[src/rtl/core/ugc_pkg.sv]
// Package for the up/down gesture classifier.
// Holds payload structs, threshold bundle, register indexes and gesture codes.
// No dependencies.
`default_nettype none

package ugc_pkg;

  localparam int unsigned CFG_IDX_W = 1;

  localparam logic [CFG_IDX_W-1:0] REG_HIGH_THR = 1'b0;
  localparam logic [CFG_IDX_W-1:0] REG_LOW_THR  = 1'b1;

  localparam logic [7:0] HIGH_THR_RST = 8'd64;
  localparam logic [7:0] LOW_THR_RST  = 8'd32;

  localparam logic [1:0] DECIDE_COUNT = 2'd2;

  localparam logic FUNC_SAMPLE = 1'b0;
  localparam logic FUNC_END    = 1'b1;

  typedef enum logic [1:0] {
    GEST_NONE = 2'd0,
    GEST_UP   = 2'd1,
    GEST_DOWN = 2'd2
  } gesture_t;

  typedef struct packed {
    logic       func;
    logic [7:0] up_reading;
    logic [7:0] down_reading;
  } ugc_in_t;

  typedef struct packed {
    logic       event_res;
    logic [1:0] gesture;
  } ugc_out_t;

  typedef struct packed {
    logic [7:0] high;
    logic [7:0] low;
  } ugc_thr_t;

endpackage

`default_nettype wire

[src/rtl/core/ugc_cfg_regs.sv]
// Threshold register file of the up/down gesture classifier.
// Depends on ugc_pkg for register indexes and reset values.
`default_nettype none

module ugc_cfg_regs
  import ugc_pkg::*;
(
  input  wire logic                 clk,
  input  wire logic                 rst,
  input  wire logic                 cfg_valid,
  output      logic                 cfg_ready,
  input  wire logic [CFG_IDX_W-1:0] cfg_index,
  input  wire logic [7:0]           cfg_data,
  output      ugc_thr_t             thr
);

  assign cfg_ready = 1'b1;

  always_ff @(posedge clk) begin
    if (rst) begin
      thr.high <= HIGH_THR_RST;
      thr.low  <= LOW_THR_RST;
    end else if (cfg_valid && cfg_ready) begin
      case (cfg_index)
        REG_HIGH_THR: thr.high <= cfg_data;
        REG_LOW_THR:  thr.low  <= cfg_data;
        default: begin
        end
      endcase
    end
  end

endmodule

`default_nettype wire

[src/rtl/core/ugc_classify.sv]
// Stream state and per-item classification logic.
// Depends on ugc_pkg; the result is combinational from the held item and state.
`default_nettype none

module ugc_classify
  import ugc_pkg::*;
(
  input  wire logic    clk,
  input  wire logic    rst,
  input  wire ugc_thr_t thr,
  input  wire ugc_in_t item,
  input  wire logic    fire,
  output      ugc_out_t res
);

  logic       prev_up_level;
  logic       prev_down_level;
  logic [1:0] up_count;
  logic [1:0] down_count;
  logic       seen_sample;
  logic       decided;

  logic       prev_up_level_next;
  logic       prev_down_level_next;
  logic [1:0] up_count_next;
  logic [1:0] down_count_next;
  logic       seen_sample_next;
  logic       decided_next;

  logic       u;
  logic       d;
  logic       down_inc;
  logic       up_inc;
  logic [1:0] up_sum;
  logic [1:0] down_sum;

  always_comb begin
    // Hysteresis: a low level needs to exceed the high threshold, a high level
    // drops only below the low threshold.
    u = prev_up_level   ? !(item.up_reading   < thr.low) : (item.up_reading   > thr.high);
    d = prev_down_level ? !(item.down_reading < thr.low) : (item.down_reading > thr.high);

    down_inc = (d && !prev_down_level && !u) || (!d && prev_down_level && u);
    up_inc   = !down_inc &&
               ((u && !prev_up_level && !d) || (!u && prev_up_level && d));

    // Counts sit at 0 or 1 between items, so the sums never wrap.
    up_sum   = up_count   + {1'b0, up_inc};
    down_sum = down_count + {1'b0, down_inc};

    prev_up_level_next   = prev_up_level;
    prev_down_level_next = prev_down_level;
    up_count_next        = up_count;
    down_count_next      = down_count;
    seen_sample_next     = seen_sample;
    decided_next         = decided;
    res.event_res        = 1'b0;
    res.gesture          = GEST_NONE;

    case (item.func)
      FUNC_SAMPLE: begin
        prev_up_level_next   = u;
        prev_down_level_next = d;
        seen_sample_next     = 1'b1;
        up_count_next        = up_sum;
        down_count_next      = down_sum;
        if (down_sum >= DECIDE_COUNT) begin
          res.event_res = 1'b1;
          res.gesture   = GEST_DOWN;
        end else if (up_sum >= DECIDE_COUNT) begin
          res.event_res = 1'b1;
          res.gesture   = GEST_UP;
        end
        if (res.event_res) begin
          decided_next    = 1'b1;
          up_count_next   = 2'd0;
          down_count_next = 2'd0;
        end
      end
      FUNC_END: begin
        if (seen_sample && !decided) begin
          if (up_count > down_count) begin
            res.event_res = 1'b1;
            res.gesture   = GEST_UP;
          end else if (up_count < down_count) begin
            res.event_res = 1'b1;
            res.gesture   = GEST_DOWN;
          end
        end
        prev_up_level_next   = 1'b0;
        prev_down_level_next = 1'b0;
        up_count_next        = 2'd0;
        down_count_next      = 2'd0;
        seen_sample_next     = 1'b0;
        decided_next         = 1'b0;
      end
      default: begin
      end
    endcase
  end

  always_ff @(posedge clk) begin
    if (rst) begin
      prev_up_level   <= 1'b0;
      prev_down_level <= 1'b0;
      up_count        <= 2'd0;
      down_count      <= 2'd0;
      seen_sample     <= 1'b0;
      decided         <= 1'b0;
    end else if (fire) begin
      prev_up_level   <= prev_up_level_next;
      prev_down_level <= prev_down_level_next;
      up_count        <= up_count_next;
      down_count      <= down_count_next;
      seen_sample     <= seen_sample_next;
      decided         <= decided_next;
    end
  end

endmodule

`default_nettype wire

[src/rtl/core/updown_gesture_classifier_top.sv]
// Top level of the up/down gesture classifier: input register, classifier,
// result register and threshold registers.
// Depends on ugc_pkg, ugc_cfg_regs and ugc_classify.
//
// Usage:
//   sample channel (sample_valid, sample_stall, sample) takes one item per
//   transaction: a photodiode sample pair or an end-of-stream marker.
//   result channel (result_valid, result_stall, result) gives exactly one
//   result per item, in order: event_res and a gesture code.
//   cfg channel (cfg_valid, cfg_ready, cfg_index, cfg_data) writes the high
//   threshold (index 0) or low threshold (index 1); cfg_ready is always high.
//   Write thresholds only while no item is in flight.
// Timing: an accepted item is classified from the input register and its
//   result is then loaded into the result register, which a result stall
//   can hold off; an item passes two register stages in all. The block
//   takes one item per cycle while sample_stall is low; the rate is set by
//   the single pass through the classifier between the two registers.
// Reset (rst, synchronous) empties both registers, clears the stream state
//   and restores the thresholds to 64 and 32.
// While result_stall holds, the result stays put, one more item can wait in
//   the input register, and then sample_stall rises.
`default_nettype none

module updown_gesture_classifier_top
  import ugc_pkg::*;
(
  input  wire logic                 clk,
  input  wire logic                 rst,
  input  wire logic                 sample_valid,
  output      logic                 sample_stall,
  input  wire ugc_in_t              sample,
  output      logic                 result_valid,
  input  wire logic                 result_stall,
  output      ugc_out_t             result,
  input  wire logic                 cfg_valid,
  output      logic                 cfg_ready,
  input  wire logic [CFG_IDX_W-1:0] cfg_index,
  input  wire logic [7:0]           cfg_data
);

  ugc_thr_t thr;
  ugc_in_t  item;
  logic     item_valid;
  ugc_out_t res;
  logic     advance;
  logic     fire;

  ugc_cfg_regs u_cfg (
    .clk       (clk),
    .rst       (rst),
    .cfg_valid (cfg_valid),
    .cfg_ready (cfg_ready),
    .cfg_index (cfg_index),
    .cfg_data  (cfg_data),
    .thr       (thr)
  );

  ugc_classify u_cls (
    .clk  (clk),
    .rst  (rst),
    .thr  (thr),
    .item (item),
    .fire (fire),
    .res  (res)
  );

  // The result register can take a new value when empty or being drained.
  assign advance      = !result_valid || !result_stall;
  assign fire         = item_valid && advance;
  assign sample_stall = item_valid && !advance;

  always_ff @(posedge clk) begin
    if (rst) begin
      item_valid <= 1'b0;
    end else if (!sample_stall) begin
      item_valid <= sample_valid;
    end
  end

  always_ff @(posedge clk) begin
    if (!sample_stall && sample_valid) begin
      item <= sample;
    end
  end

  always_ff @(posedge clk) begin
    if (rst) begin
      result_valid <= 1'b0;
    end else if (advance) begin
      result_valid <= item_valid;
    end
  end

  always_ff @(posedge clk) begin
    if (fire) begin
      result <= res;
    end
  end

endmodule

`default_nettype wire

[config.mk]
export PLATFORM = sky130hd
export DESIGN_NAME = updown_gesture_classifier_top
export DESIGN_NICKNAME = d
export VERILOG_FILES = /design/src/rtl/core/ugc_pkg.sv /design/src/rtl/core/ugc_cfg_regs.sv /design/src/rtl/core/ugc_classify.sv /design/src/rtl/core/updown_gesture_classifier_top.sv
export SDC_FILE = /design/constraint.sdc
export NUM_CORES = 1
export LEC_CHECK = 0
export BUFFER_PORTS_ARGS = -buffer_cell sky130_fd_sc_hd__buf_2
export CAP_MARGIN = 20
export CELL_PAD_IN_SITES_DETAIL_PLACEMENT = 0
export CELL_PAD_IN_SITES_GLOBAL_PLACEMENT = 1
export CORE_MARGIN = 2
export CORE_UTILIZATION = 26
export DETAILED_ROUTE_END_ITERATION = 10
export GPL_ROUTABILITY_DRIVEN = 0
export PLACE_DENSITY = 0.56
export SYNTH_ARGS = -nofsm -noshare
export SYNTH_HDL_FRONTEND = slang
export SYNTH_SLANG_ARGS = --single-unit
[constraint.sdc]
create_clock -name clk -period 2.5 [get_ports clk]
set_clock_uncertainty 0.1 [all_clocks]
set_input_delay 0.125 -clock clk [delete_from_list [all_inputs] [get_ports clk]]
set_output_delay 0.125 -clock clk [all_outputs]
set_load 0.05 [all_outputs]
==> flow_metrics.py, run 1 <==
metrics = {
    "run_status": {
        "outcome": "finished with violations",
        "violations": "setup timing",
    },
    "setup_path": {
        "path_class": "reg -> reg",
        "r2r_slack_ns": -0.37,
        "r2r_end": "result[0]$_DFFE_PP_",
        "max_stage_delay_ns": 0.43,
        "r2r_start": "item[10]$_DFFE_PP_",
        "worstRegToRegCells": 10,
        "cp.required_ns": 2.46,
        "critPathLaunchType": "flop",
        "crit_path_start": "item[10]$_DFFE_PP_",
        "crit_chain": "ha_1 -> o21a_1 -> o21ai_2 -> o211ai_2 -> a211oi_2 -> mux2i_1 -> ha_2 -> xor2_4 -> nor2_2 -> a22o_1",
        "worst-endpoint-arrival_ns": 2.83,
        "worstPathMaxFanout": 2,
        "worstSetupEndpointType": "flop",
        "critPathCapture": "result[0]$_DFFE_PP_",
        "crit_slowest_cell": "edfxtp_1",
    },
    "hold_path": {
        "hold_path_class": "in -> reg",
        "hp-start": "cfg_index",
    },
    "sta": {
        "max_clock_freq_ghz": 0.349,
        "rsz0062_at_grt": "true",
        "tns_ns": -1.73,
        "finalCritPeriodShare_pct": 115,
        "worstMarginPinSlew_ns": 0.504,
        "finalSetupViolCount": 6,
        "finalCriticalPeriod_ns": 2.87,
        "maxSlewHeadroom_pct": 66.4,
        "hold_viol": 0,
        "setup_ws_ns": -0.369,
        "slew_violations": 0,
    },
    "finish": {
        "multi_input_area_um2": 1410,
        "final_cells": 467,
        "register_area_um2": 1120,
        "drive_gt1_share_pct": 27.8,
        "syn_to_final_growth_pct": 39.1,
        "nFillCells": 981,
        "final_nets": 402,
        "antenna_cells": 0,
    },
    "synth": {
        "synth_nets": 321,
        "synth_seq_cells": 46,
        "synth_edf_count": 20,
        "syn-instance-count": 256,
        "ys_types": 44,
        "syn_area_um2": 2510,
        "async_reset_ff_share_pct": 0,
        "ys.flop_type": "dfxtp_1",
        "syn_avg_cell_area_um2": 9.80,
        "synth_warnings": 0,
        "seq_area_frac_synth_pct": 44.7,
    },
    "flow_run": {
        "drv_cap": 0,
    },
    "route": {
        "antenna_left": 0,
        "wl_per_cell_um": 13.0,
        "drt-total-wl_mm": 6.07,
        "drc_errors": 0,
        "vias_per_cell": 4.45,
        "dr.first_iter.drc_count": 43,
        "drt_pass1_iterations": 4,
        "vias": 2076,
    },
    "power": {
        "finalPower_uw": 1720,
        "p_leak_uw": 0.00142,
        "p_comb_share_pct": 19.7,
        "power_frac_seq_pct": 49.5,
        "clkPwrFrac_pct": 30.8,
        "switching_share_pct": 27.1,
        "ir_drop_mv": 0.311,
        "p_switching_uw": 465,
        "internal_power_uw": 1250,
        "power_density_nw_per_um2": 492,
    },
    "global_route": {
        "grt_max_degree": 26,
        "grt_remaining_overflow": 0,
        "antenna_found_initial": 0,
        "grt_pass1_vias": 2023,
        "grtUsageTotal_pct": 12.2,
        "grt_pass1_wl_mm": 9.77,
    },
    "clock_network": {
        "insertion_delay_ns": 0.30,
        "cts_tree": "done",
        "clock_path_buffers": 2,
        "cts_max_level": 2,
        "cts.sinks": 46,
        "cts_inserted_buffers": 5,
        "cts_root_buf": "clkbuf_8",
        "clk_pin_slew_ns": 0.09,
    },
    "floorplan": {
        "rows": 35,
        "io_pins": 37,
        "dieArea_um2": 10500,
        "die_w_um": 102,
        "initial_core_util_pct": 27.0,
        "coreArea_um2": 9280,
        "die_y_um": 102,
    },
    "placement": {
        "hpwl_mm": 4.57,
        "place_ws_ns": -0.296,
        "io_buffer_count": 35,
        "place_inst": 428,
    },
}
-- stage by stage --
stage                     cell area [um2]  utilization, %  hold slack (ns)
after detailed placement             2960            31.8            0.203
after CTS                            3390            36.5           0.0759
final                                3490            37.6           0.0837
after global routing                 3490            37.6           0.0980
after floorplan                      2530               -            0.124
after global placement               2960            31.8            0.201
-- how the worst min path moves through the flow --
stage | to | cells after the start
floorplan | item[0]$_DFFE_PP_ | 0
global placement | item[11]$_DFFE_PP_ | 1
detailed placement | item[8]$_DFFE_PP_ | 1
CTS | u_cfg.thr[4]$_SDFFE_PP0P_ | 3
global route | u_cfg.thr[7]$_SDFFE_PP0P_ | 3
finish | u_cfg.thr[2]$_SDFFE_PP0P_ | 3
-- placed cells by master, fill, tap and decap left out, types with 5 or more instances in the layout --
master,count
dlygate4sd3_1,27
clkbuf_8,5
edfxtp_1,20
nand3_1,13
nor2b_1,5
nor2_1,10
dfxtp_1,25
a21oi_1,23
buf_4,21
inv_1,21
buf_2,35
ha_1,28
nand2_1,30
-- metal layers --
layer | GRT usage, % | wire [um] | vias to the layer above | share of wire, %
met2 | 22.2 | 3150 | 27 | 52
met4 | 3.08 | 51 | 0 | 0.84
met1 | 14.8 | 2710 | 974 | 45
met3 | 2.39 | 160 | 5 | 2.6
met5 | 0 | 0 | - | 0
li1 | - | - | 1070 | -
-- synth_stat cells (4+ instances only) --
cell / n / area (um2)
nand2_1: 30 / 113
dfxtp_1: 26 / 521
nand4_1: 4 / 25.0
nand3_1: 13 / 65.1
nor2_1: 12 / 45.0
a21o_1: 4 / 30.0
a21oi_1: 26 / 130
edfxtp_1: 20 / 601
nor2b_1: 5 / 31.3
inv_1: 23 / 86.3
and3_1: 4 / 25.0
ha_1: 34 / 425
clkbuf_1: 8 / 30.0
-- cell type report --
cell class | instances | share of cell area, %
sequential | 46 | 32.2
tap | 129 | 4.63
inverter | 23 | 2.47
multi-input combinational | 178 | 40.5
clock inverter | 1 | 0.179
clock buffer | 7 | 2.80
timing repair buffer | 83 | 17.3
-- registers in the layout, indices dropped and copies added, names as in the netlist, 2 cells and up --
register / flops
u_cfg.thr: 16
u_cls.up_count: 2
item: 17
result: 3
u_cls.down_count: 2
-- critical path: cells and delay by family, from the launching register on --
| kind | cells | cell delay [ns] |
|---|---|---|
| AOI/OAI and AO/OA | 5 | 1.03 |
| adders and majority gates | 2 | 0.55 |
| DFF | 1 | 0.43 |
| muxes | 1 | 0.25 |
| xor gates and xnor gates | 1 | 0.20 |
| and+or+nand+nor | 1 | 0.06 |
-- logic make-up (layout without fill, tap and decap cells) --
logic type	count (synthesis)	in the layout	synth area share, %
and+or+nand+nor	81	81	15.8
AOI/OAI and AO/OA	59	59	16.4
buffers and inverters	32	114	4.94
adders and majority gates	34	34	17.0
DFF	46	46	44.7
muxes	1	1	0.399
other	1	1	0.149
xor gates and xnor gates	2	2	0.698
-- power groups by stage --
stage                     registers (uW)  logic (uW)  clock network [uW]
after global routing                 855         382                 576
final                                850         338                 528
after CTS                            849         326                 551
after detailed placement             865         281                   0
after floorplan                      867         176                   0
after global placement               865         282                   0
-- timing repair --
action / in CTS / in global routing
endpoints found under the setup margin: 6 / 6
endpoints found under the hold margin: 33 / 0
hold buffers: 27 / 0
buffers inserted: 1 / 3
pin swaps: 6 / 11
resized for setup: 10 / 14
No activity file was read; power rests on OpenSTA's default activity.
==> run 2: changes to the inputs <==
- ABC_AREA: unset -> 1
- PLACE_DENSITY: 0.56 -> 0.57
==> run 2 against run 1 <==
Effect of this change: wire length decreased by 6.2%; the run now ends clean; die area rose by 1.8%; worst hold slack worse by 0.071 ns; global-route usage decreased by 1.0 points; largest power group unchanged; highest routed layer unchanged; sequential power grew 0.7%; critical endpoint is now u_cls.down_count[0]$_SDFFE_PP0P_; count of clock-buffer cells in the layout rose by 1; area after synthesis is 1.8% higher; largest cell class unchanged; critical path depth rose by 5.
==> flow_metrics.py, run 2 <==
metrics = {
    "finish": {
        "top_regs": "item x17, u_cfg.thr x16, result x3",
        "largest-register": "item",
        "antenna_cells": 0,
        "final_cell_mix": "nand2_1 (48), inv_1 (39), buf_2 (35)",
        "drive_gt1_share_pct": 28.4,
        "final_common_cell": "nand2_1",
        "post-route-util_pct": 35.1,
        "largest_reg_flops": 17,
        "final_cells": 492,
        "final_nets": 423,
        "syn_to_final_growth_pct": 32.4,
    },
    "synth": {
        "syn_avg_cell_area_um2": 8.63,
        "seq_area_frac_synth_pct": 43.9,
        "syn-instance-count": 296,
        "ys_top_cells_by_count": "nand2_1 (57), inv_1 (42), ha_1 (34)",
        "synth_compound_area_share_pct": 11.2,
        "async_reset_ff_share_pct": 0,
        "synth_simple_gate_area_share_pct": 19.0,
        "syn_area_um2": 2550,
        "synth_top_area_share_pct": 23.5,
        "synth_seq_cells": 46,
        "ys_types": 28,
        "synth_nets": 361,
        "synthAdderAreaFrac_pct": 16.7,
        "synth_top_family_by_area": "simple AND/OR/NAND/NOR gates",
        "synth_warnings": 0,
        "yosysMostFrequentCell": "nand2_1",
        "synth_xor_area_share_pct": 0.686,
        "synth_top_cell_by_area": "edfxtp_1",
        "synthMuxAreaShare_pct": 0,
        "ys_top_cells_by_area": "edfxtp_1 (24%), dfxtp_1 (20%), ha_1 (17%)",
        "ys.flop_type": "dfxtp_1",
        "synth_edf_count": 20,
    },
    "setup_path": {
        "worstRegToRegCells": 15,
        "worstSetupEndpointType": "flop",
        "worst-endpoint-arrival_ns": 2.58,
        "critPathLaunchType": "flop",
        "r2r_start": "item[15]$_DFFE_PP_",
        "r2r_slack_ns": 0.04,
        "worstPathMaxFanout": 3,
        "cp.required_ns": 2.62,
        "path_class": "reg -> reg",
        "r2r_end": "u_cls.down_count[0]$_SDFFE_PP0P_",
    },
    "route": {
        "wl_per_cell_um": 11.6,
        "drt_pass1_iterations": 4,
        "drc_errors": 0,
        "vias": 2041,
        "drt-total-wl_mm": 5.69,
        "antenna_left": 0,
        "dr.first_iter.drc_count": 61,
        "vias_per_cell": 4.15,
    },
    "sta": {
        "worstMarginPinSlew_ns": 0.516,
        "max_clock_freq_ghz": 0.407,
        "finalCriticalPeriod_ns": 2.46,
        "finalSetupViolCount": 0,
        "timing.hold.ws_ns": 0.0127,
        "tns_ns": 0,
        "slew_violations": 0,
        "maxSlewHeadroom_pct": 65.5,
        "finalCritPeriodShare_pct": 98.3,
        "rsz0062_at_grt": "true",
        "hold_viol": 0,
    },
    "clock_network": {
        "cts_max_level": 2,
        "cts.sinks": 46,
        "cts_root_buf": "clkbuf_8",
        "insertion_delay_ns": 0.30,
        "clock_path_buffers": 2,
        "cts_inserted_buffers": 5,
        "cts_tree": "done",
        "clk_pin_slew_ns": 0.08,
    },
    "power": {
        "internal_power_uw": 1200,
        "power_density_nw_per_um2": 501,
        "power_frac_seq_pct": 50.5,
        "ir_drop_mv": 0.192,
        "p_comb_share_pct": 23.6,
        "p_leak_uw": 0.00149,
        "p_switching_uw": 495,
        "clkPwrFrac_pct": 25.9,
        "switching_share_pct": 29.2,
        "finalPower_uw": 1700,
    },
    "floorplan": {
        "die_y_um": 103,
        "dieArea_um2": 10600,
        "coreArea_um2": 9640,
        "io_pins": 37,
        "initial_core_util_pct": 26.5,
        "die_w_um": 103,
        "rows": 36,
    },
    "placement": {
        "hpwl_mm": 4.31,
        "io_buffer_count": 35,
        "place_inst": 460,
    },
    "hold_path": {
        "holdPathEnd": "u_cfg.thr[12]$_SDFFE_PP0P_",
        "hp-start": "cfg_data[4]",
        "hold_path_class": "in -> reg",
        "worstHoldPathCells": 3,
    },
    "run_status": {
        "outcome": "finished, final reports clean",
    },
    "global_route": {
        "grt_pass1_wl_mm": 9.03,
        "grt_max_degree": 21,
        "grt_pass1_vias": 1984,
        "grtUsageTotal_pct": 11.2,
        "grt_remaining_overflow": 0,
        "antenna_found_initial": 0,
    },
    "flow_run": {
        "drv_cap": 0,
    },
}
## run 2: cell count changes after synthesis, moves of 3 or more
cell / delta
nor2b_1: -5
clkbuf_1: -8
nor2_1: +9
nand3_1: -6
inv_1: +19
o21ai_0: +10
nor2_2: +4
nand4_1: -4
inv_2: +8
nand2_2: +7
a211o_1: -3
nand2_1: +27
buf_2: +4
and3_1: -4
## run 2: how the worst max path moves through the flow
stage                                    startpoint  depth (start not counted)                               end  slack (ns)
after floorplan           result_valid$_SDFFE_PP0N_                          5                 item[0]$_DFFE_PP_        0.19
after global placement            item[7]$_DFFE_PP_                         16    u_cls.up_count[0]$_SDFFE_PP0P_        0.05
after detailed placement          item[7]$_DFFE_PP_                         17        u_cls.decided$_SDFFE_PP0P_        0.04
after CTS                         item[7]$_DFFE_PP_                         17        u_cls.decided$_SDFFE_PP0P_        0.02
after global routing              item[7]$_DFFE_PP_                         17        u_cls.decided$_SDFFE_PP0P_       -0.15
final                            item[15]$_DFFE_PP_                         15  u_cls.down_count[0]$_SDFFE_PP0P_        0.04
## run 2: kinds of logic (layout without fill, tap and decap cells)
logic type | count (synthesis) | in the layout
compound gates | 53 | 53
xor+xnor | 2 | 2
fa+ha+maj | 34 | 34
buf+inv | 55 | 118
flops | 46 | 46
other cells | 1 | 1
simple gates | 105 | 105
## run 2: worst max-delay path, stage by stage (launching register included)
cell      delay [ns]
edfxtp_1        0.44
ha_1            0.31
nand2_1         0.07
inv_1           0.03
nor2_1          0.08
o21a_1          0.18
nand3_2         0.12
nand3_2         0.10
nand2_1         0.06
nor2_2          0.11
ha_2            0.19
xnor2_2         0.10
inv_1           0.07
nor3_2          0.16
nor2_2          0.08
nor3_2          0.17
## run 2: cell type report
cell class                      instances  area [um2]
Timing Repair Buffer                   60         418
Fill cell                            1027        6260
Clock buffer                            8        80.1
Sequential cell                        46        1120
Inverter                               50         188
Multi-Input combinational cell        195        1410
Tap cell                              133         166
## run 2: power groups by stage
stage	Sequential (uW)	Clock [uW]	Combinational [uW]
2_1_floorplan	876	0	228
3_3_place_gp	870	0	326
3_5_place_dp	870	0	328
4_1_cts	853	457	356
5_1_grt	862	491	461
6_report	856	439	401
## run 2: routing by layer
| metal | global-route usage, % | vias to the layer above | share of wire [%] |
|---|---|---|---|
| met5 | 0 | - | 0 |
| met4 | 4.35 | 0 | 2.3 |
| met3 | 2.24 | 9 | 3.0 |
| met2 | 19.8 | 36 | 49 |
| met1 | 13.3 | 909 | 46 |
| li1 | - | 1087 | - |
## run 2: per-stage QoR
stage / setup WS, ns / area (um2)
finish: 0.0435 / 3380
global route: -0.146 / 3380
detailed placement: 0.0393 / 2880
CTS: 0.0234 / 3180
global placement: 0.0479 / 2880
floorplan: 0.187 / 2550
## run 2: repair_timing
item / CTS / global route
resized for setup: 0 / 37
endpoints found under the hold margin: 24 / 0
endpoints found under the setup margin: 0 / 6
buffers inserted: 0 / 2
hold buffers: 22 / 0
==> run 3: changes to the inputs <==
- PLACE_DENSITY: 0.57 -> unset
- PLACE_DENSITY_LB_ADDON: unset -> 0.1
==> run 3 against run 2 <==
Effect of this change: first-iteration DRC count decreased by 57%; sequential share of layout area rose by 0.26 points; non-clock buffer count shrank 2; cell area fell by 0.67%; clock power about the same; register-to-register slack about the same.
==> flow_metrics.py, run 3 (synthesized netlist as in run 2, its figures left out) <==
metrics = {
    "global_route": {
        "grt_max_degree": 21,
        "antenna_found_initial": 0,
        "grt_pass1_vias": 2067,
        "grt_remaining_overflow": 0,
        "grtUsageTotal_pct": 12.3,
        "grt_pass1_wl_mm": 9.82,
    },
    "sta": {
        "rsz0062_at_grt": "true",
        "maxSlewHeadroom_pct": 63.1,
        "slew_violations": 0,
        "finalSetupViolCount": 0,
        "timing.hold.ws_ns": 0.000419,
        "hold_viol": 0,
        "finalCritPeriodShare_pct": 98.2,
        "finalCriticalPeriod_ns": 2.45,
        "max_clock_freq_ghz": 0.407,
        "worstMarginPinSlew_ns": 0.552,
    },
    "power": {
        "p_leak_uw": 0.00148,
        "power_density_nw_per_um2": 505,
        "internal_power_uw": 1200,
        "clkPwrFrac_pct": 25.9,
        "switching_share_pct": 29.5,
        "p_switching_uw": 500,
        "power_frac_seq_pct": 50.5,
        "p_comb_share_pct": 23.6,
        "ir_drop_mv": 0.181,
    },
    "setup_path": {
        "path_buf_inv": 3,
        "worstSetupEndpointType": "flop",
        "max_stage_delay_ns": 0.44,
        "worst-endpoint-arrival_ns": 2.54,
        "cp.required_ns": 2.59,
        "crit_chain": "buf_6 -> ha_4 -> nand2_4 -> nor2_4 -> nand2_2 -> nand2_2 -> nand2_2 -> inv_2 -> nand3_2 -> nand2_2 -> nor2_2 -> ha_2 -> xnor2_1 -> inv_1 -> nor3_2 -> nor2_2 -> nor2_1 -> nor2_1",
        "path_class": "reg -> reg",
        "worstPathMaxFanout": 3,
        "critPathLaunchType": "flop",
        "path_common_cell": "nand2_2",
        "crit_slowest_cell": "edfxtp_1",
        "cp_top_family": "simple AND/OR/NAND/NOR gates",
    },
    "finish": {
        "syn_to_final_growth_pct": 31.5,
        "largest-register": "item",
        "drive_gt1_share_pct": 28.9,
        "final_area_um2": 3360,
        "final_common_cell": "nand2_1",
        "largest_reg_flops": 17,
        "antenna_cells": 0,
        "final_cell_mix": "nand2_1 (47), inv_1 (37), buf_2 (35)",
        "nFillCells": 1054,
        "top_regs": "item x17, u_cfg.thr x16, result x3",
        "final_nets": 421,
        "final_cells": 489,
    },
    "flow_run": {
        "drv_cap": 0,
    },
    "floorplan": {
        "initial_core_util_pct": 26.5,
        "rows": 36,
        "io_pins": 37,
        "dieArea_um2": 10600,
        "die_y_um": 103,
        "die_w_um": 103,
        "coreArea_um2": 9640,
    },
    "clock_network": {
        "clk_pin_slew_ns": 0.08,
        "cts.sinks": 46,
        "cts_tree": "done",
        "clock_path_buffers": 2,
        "cts_inserted_buffers": 5,
        "cts_root_buf": "clkbuf_8",
        "cts_max_level": 2,
        "insertion_delay_ns": 0.30,
    },
    "placement": {
        "io_buffer_count": 35,
        "place_area_um2": 2880,
        "hpwl_mm": 4.49,
        "place_inst": 460,
    },
    "hold_path": {
        "hold_path_class": "in -> reg",
    },
    "route": {
        "vias": 2003,
        "drt-total-wl_mm": 6.08,
        "drt_pass1_iterations": 4,
        "dr.first_iter.drc_count": 26,
        "drc_errors": 0,
        "vias_per_cell": 4.10,
        "wl_per_cell_um": 12.4,
        "antenna_left": 0,
    },
    "run_status": {
        "outcome": "finished, final reports clean",
    },
}
[run 3: area by class of cell]
| class | instances | area, um2 | share of cell area (%) |
|---|---|---|---|
| clock buffer | 7 | 76.3 | 2.27 |
| inverter | 50 | 188 | 5.58 |
| multi-input combinational | 195 | 1400 | 41.8 |
| sequential | 46 | 1120 | 33.4 |
| tap | 133 | 166 | 4.95 |
| timing repair buffer | 58 | 404 | 12.0 |
[run 3: per-layer routing]
metal	global-route usage, %	vias to the layer above	part of all wire (%)
met4	4.55	0	1.5
li1	-	1079	-
met2	20.8	31	48
met5	0	-	0
met3	1.83	8	2.4
met1	15.9	885	48
[run 3: timing repair]
| item | 4_1_cts | 5_1_grt |
|---|---|---|
| pin swaps | 1 | 9 |
| buffers inserted | 0 | 1 |
| endpoints found under the setup margin | 1 | 6 |
| gates cloned | 0 | 0 |
| gates resized for setup | 0 | 39 |
| hold endpoints to repair | 21 | 0 |
| hold buffers | 21 | 0 |
[run 3: worst paths after layout]
kind / start / end / slack, ns / depth (start not counted)
setup / recovery: item[7]$_DFFE_PP_ / u_cls.decided$_SDFFE_PP0P_ / 0.05 / 18
hold / removal: rst / u_cls.prev_up_level$_SDFFE_PP0P_ / 0.0004 / 2
hold reg to reg: u_cls.seen_sample$_SDFFE_PP0P_ / u_cls.seen_sample$_SDFFE_PP0P_ / 0.36 / 2
setup reg to reg: item[7]$_DFFE_PP_ / u_cls.decided$_SDFFE_PP0P_ / 0.05 / 18
[run 3: through the flow]
| step | setup TNS, ns | utilization [%] | power, uW | setup WS, ns |
|---|---|---|---|---|
| floorplan | 0 | - | 1100 | 0.187 |
| global placement | 0 | 29.8 | 1200 | 0.00726 |
| detailed placement | 0 | 29.8 | 1200 | 0.00130 |
| CTS | 0 | 32.8 | 1680 | 0.0242 |
| global route | -0.475 | 34.9 | 1820 | -0.139 |
| finish | 0 | 34.9 | 1700 | 0.0450 |
[run 3: power by group through the flow]
stage / clock (uW) / sequential [uW] / combinational (uW)
after floorplan: 0 / 876 / 228
after global placement: 0 / 871 / 331
after CTS: 470 / 853 / 357
final: 439 / 857 / 400
after detailed placement: 0 / 870 / 331
after global routing: 490 / 863 / 468
[run 3: worst reg2reg max path, delay by kind of cell (launching register included)]
family	cells	cell delay [ns]
AND/OR/NAND/NOR	12	0.95
flip-flops	1	0.44
adder cells (fa/ha/maj)	2	0.43
buffers and inverters	3	0.27
XOR/XNOR	1	0.12
